[src/design/sot_pkg.sv]
package sot_pkg;

    localparam int QW = 24;          // Q16.8 field width
    localparam int CW = 27;          // shrunk coordinates and edges
    localparam int DW = 28;          // deltas and radius sums
    localparam int PW = 2 * DW;      // squares, Q.16

    localparam logic [1:0] KIND_NULL   = 2'd0;
    localparam logic [1:0] KIND_CIRCLE = 2'd1;
    localparam logic [1:0] KIND_RECT   = 2'd2;

    typedef logic signed [QW-1:0] q16_t;
    typedef logic signed [CW-1:0] coord_t;
    typedef logic signed [DW-1:0] delta_t;
    typedef logic signed [PW-1:0] prod_t;
    typedef logic signed [PW:0]   sum_t;

    // near edge or center in x1/y1, far edge in x2/y2, radius in r
    typedef struct packed {
        logic   is_circle;
        logic   is_rect;
        coord_t x1;
        coord_t y1;
        coord_t x2;
        coord_t y2;
        coord_t r;
    } shape_t;

endpackage

[src/design/sot_shape_shrink.sv]
module sot_shape_shrink (
    input  logic [1:0]    kind_i,
    input  sot_pkg::q16_t x_i,
    input  sot_pkg::q16_t y_i,
    input  sot_pkg::q16_t w_i,
    input  sot_pkg::q16_t h_i,
    input  sot_pkg::q16_t margin_i,
    output sot_pkg::shape_t shape_o
);

    sot_pkg::coord_t x;
    sot_pkg::coord_t y;
    sot_pkg::coord_t w;
    sot_pkg::coord_t h;
    sot_pkg::coord_t m;

    assign x = sot_pkg::coord_t'(x_i);
    assign y = sot_pkg::coord_t'(y_i);
    assign w = sot_pkg::coord_t'(w_i);
    assign h = sot_pkg::coord_t'(h_i);
    assign m = sot_pkg::coord_t'(margin_i);

    always_comb begin
        shape_o.is_circle = 1'b0;
        shape_o.is_rect   = 1'b0;
        shape_o.x1        = x;
        shape_o.y1        = y;
        shape_o.x2        = x;
        shape_o.y2        = y;
        shape_o.r         = w;
        case (kind_i)
            sot_pkg::KIND_CIRCLE: begin
                shape_o.is_circle = 1'b1;
                shape_o.r         = w - m;
            end
            sot_pkg::KIND_RECT: begin
                // move in by the margin on every side
                shape_o.is_rect = 1'b1;
                shape_o.x1      = x + m;
                shape_o.y1      = y + m;
                shape_o.x2      = x + w - m;
                shape_o.y2      = y + h - m;
            end
            default: begin
                // null and unused codes never overlap
                shape_o.is_circle = 1'b0;
                shape_o.is_rect   = 1'b0;
            end
        endcase
    end

endmodule

[config.mk]
export PLATFORM = sky130hd
export DESIGN_NAME = sot_shape_shrink
export DESIGN_NICKNAME = d
export VERILOG_FILES = /design/src/design/sot_pkg.sv /design/src/design/sot_shape_shrink.sv
export SDC_FILE = /design/constraint.sdc
export NUM_CORES = 1
export LEC_CHECK = 0
export ABC_AREA = 1
export BUFFER_PORTS_ARGS = -buffer_cell sky130_fd_sc_hd__buf_4
export CAP_MARGIN = 10
export CORE_MARGIN = 3
export CORE_UTILIZATION = 30
export DETAILED_ROUTE_END_ITERATION = 16
export PLACE_DENSITY_LB_ADDON = 0.12
export SYNTH_ARGS = -nofsm -noshare
export SYNTH_HDL_FRONTEND = slang
export SYNTH_SLANG_ARGS = --single-unit
[constraint.sdc]
create_clock -name vclk -period 3.79
set_input_delay 0.5685 -clock vclk [all_inputs]
set_output_delay 0.5685 -clock vclk [all_outputs]
set_load 0.1 [all_outputs]
* Word level (Yosys, flattened, before mapping)
Index checks and enable logic that the tools add are counted.
** Cells by class
- Eq/ne operators :: 2
- Multiplexer cells :: 4
- Add/subtract/negate cells :: 7
** Operator list (count)
- 2-to-1 mux 108 bit :: 1
- adder 24 x 24 -> 25 bit :: 4
- subtractor 25 x 24 -> 26 bit :: 2
- 2-to-1 mux 27 bit :: 1
- subtractor 24 x 24 -> 25 bit :: 1
- == test 2 x 1 -> 1 bit (second input constant) :: 1
- == test 2 bit (second input constant) :: 1
- 2-to-1 mux 1 bit :: 2
** Word-level totals
- Register bits :: 0
- Logic and storage cells :: 13
- Output and inout port bits :: 137

* Longest topological paths before layout
- Depth in word-level cells :: 3
- Mapped depth :: 16

* Worst setup path before layout
Ideal clock, no wire load.
- Path kind :: input -> output
- Start point :: input y_i[2]
- End point :: output shape_o[30] (netlist name)
- Buffers on the path :: 0
- Cell stages on the path :: 9
- Data arrival time :: 4.116 ns
- Path slack :: -0.895 ns
- Required time :: 3.222 ns
- Cell sequence :: inv_1 > fa_1 > inv_1 > ha_1 > or2_1 > and2_1 > nand2_1 > nand2_1 > o21ai_0
** RTL lines
- start, declared :: line sot_shape_shrink.sv:4 : input sot_pkg::q16_t y_i,
- end, declared :: line sot_shape_shrink.sv:8 : output sot_pkg::shape_t shape_o

==> impl_metrics.tcl <==
set metrics [dict create \
    layout_common_cells "nand2_1 (794), inv_1 (572), buf_4 (272)" \
    clkbuf_count 0 \
    fin_util 0.381 \
    post-place-ws_ns -0.127 \
    cp.arrival_ns 3.16 \
    clock.fmax_mhz 268 \
    core-area_um2 39100 \
    cap_violations 0 \
    ios 259 \
    vias 14300 \
    synth_compound_area_frac 0.103 \
    path_buf_inv 5 \
    status "finished clean" \
    antenna_cells 0 \
    cp_top_family "adder cells" \
    design.seq.count 0 \
    start_util 0.308 \
    irDropWorstVdd_mv 0.195 \
    die_area_um2 42600 \
    finalNonFillerCells 3101 \
    grt_pass1_vias 14500 \
    worst-endpoint-required_ns 3.22 \
    synth-xor-area-share 0.0109 \
    overflow 0 \
    yosys.area_share.simple 0.433 \
    dp_hpwl_um 47000 \
    wire_per_inst_um 16.8 \
    slew_headroom 0.519 \
    first_pass_iters 7 \
    post-route-period-util 0.983 \
    critPathKind "in -> out" \
    drive_gt1_frac 0.142 \
    tightest_slew_ns 0.721 \
    grt_max_degree 53 \
    ys_types 35 \
    final_area_um2 14900 \
    startpoint_type "input pin" \
    cp_slowest_stage_delay_ns 0.53 \
    p_leak_nw 9.31 \
    ant_nets 0 \
    netlist_area_um2 12000 \
    synth_top_family_by_area "simple AND/OR/NAND/NOR gates" \
    cp_slowest_cell "fa_1" \
    setup_viol 0 \
    hold_path_class "in -> out" \
    avgSynthCellArea_um2 5.18 \
    synthMuxAreaShare 0 \
    power_switching_w 0.00308 \
    clockPowerShare 0 \
    combPwrFrac 1.000 \
    yosys_warnings 0 \
    syn-num-nets 2665 \
    rsz0062_at_grt "false" \
    powerDensity_nw_per_um2 282 \
    swShare 0.735 \
    cpMostUsedCell "buf_4" \
    num-fill-cells 4556 \
    die_width_um 206 \
    slew_viol_final 0 \
    io_buffers 259 \
    antenna_found_initial 0 \
    p_int_w 0.00111 \
    regArea_um2 0 \
    grt_pass1_wl_um 78100 \
    fin_ws_ns 0.0635 \
    critPathMaxFanout 5 \
    synth_fa_ha_area_frac 0.261 \
    syn_inst 2323 \
    drt_iter0_drc 739 \
    cp_cell_sequence "buf_4 -> inv_1 -> fa_1 -> inv_1 -> ha_1 -> nand2_2 -> nor2_2 -> nand3_1 -> a31oi_1 -> buf_4 -> nor2_1 -> nand2_1 -> nand3_1 -> nand2_1 -> buf_4" \
    via_per_inst 4.63 \
    pwr-share-seq 0 \
    layout_commonest_cell "nand2_1" \
    seq_area_frac_synth 0 \
    die_height_um 206 \
    crit_cells 15 \
    worstSetupEndpointType "output port" \
    syn_to_final_growth_pct 23.8 \
    place_congestion 0.916 \
    grtUsageTotal 0.239 \
    postRouteWirelength_um 52100 \
    fin_crit_ns 3.73 \
    fp-row-count 72 \
    hold-path-cell-count 4 \
    nets 2927 \
    drcViolationCount 0 \
    placed_area_um2 14800 \
    holdWs_ns 1.59 \
    final_hold_viol_count 0 \
    dpl.cell_count 3101 \
]
[routing by layer]
| layer | share of wire | wire, µm | GRT usage |
|---|---|---|---|
| met3 | 0.027 | 1420 | 0.00378 |
| met2 | 0.50 | 26200 | 0.452 |
| met5 | 0 | 0 | 0 |
| met4 | 0.034 | 1750 | 0.0650 |
| met1 | 0.44 | 22700 | 0.297 |
[cells by family after synthesis]
family / after synthesis
simple gates: 1247
buf+inv: 603
xor+xnor: 15
compound gates: 238
fa+ha+maj: 220
[repair_timing]
item                                   in CTS  in global routing
setup buffers                               0                  0
hold buffers                                0                  0
gates resized for setup                     4                 34
setup endpoints to repair                   5                 18
endpoints found under the hold margin       0                  0
[tightest hold or removal path, cell delays in order]
cell     delay [ns]
buf_4          0.13
nand2_1        0.07
nand2_1        0.07
buf_6          0.18
[cells in the mapped netlist (14+ instances only)]
library cell | instances | area, µm²
o21ai_1 | 14 | 70.1
nor2_2 | 17 | 106
nand2_1 | 800 | 3000
nor2_1 | 192 | 721
nand3_1 | 135 | 676
fa_1 | 51 | 1020
ha_1 | 169 | 2110
o21ai_0 | 99 | 495
a21oi_1 | 104 | 521
o21bai_1 | 14 | 105
nand4_1 | 29 | 181
nand2_2 | 21 | 131
inv_1 | 572 | 2150
[per-stage QoR]
step                      total power (W)  TNS (ns)
after CTS                         0.00416         0
after global routing              0.00458         0
after global placement            0.00414    -0.278
final                             0.00420         0
after floorplan                   0.00303    -0.139
after detailed placement          0.00415    -0.253
[power by group through the flow]
stage	registers, W	clock network, W	logic (W)
floorplan	0	0	0.00303
global placement	0	0	0.00414
detailed placement	0	0	0.00415
CTS	0	0	0.00416
global route	0	0	0.00458
finish	0	0	0.00420
[cell type report]
cell class	instances	area, µm²	share of cell area
well taps	518	648	0.0435
inverters	574	2150	0.145
repair buffers	289	2280	0.153
multi-input cells	1720	9810	0.659
[worst paths after layout]
check	start	to
hold / removal	y_i[15]	shape_o[42]
setup / recovery	x_i[6]	shape_o[69]
No activity file was read; power rests on OpenSTA's default activity.
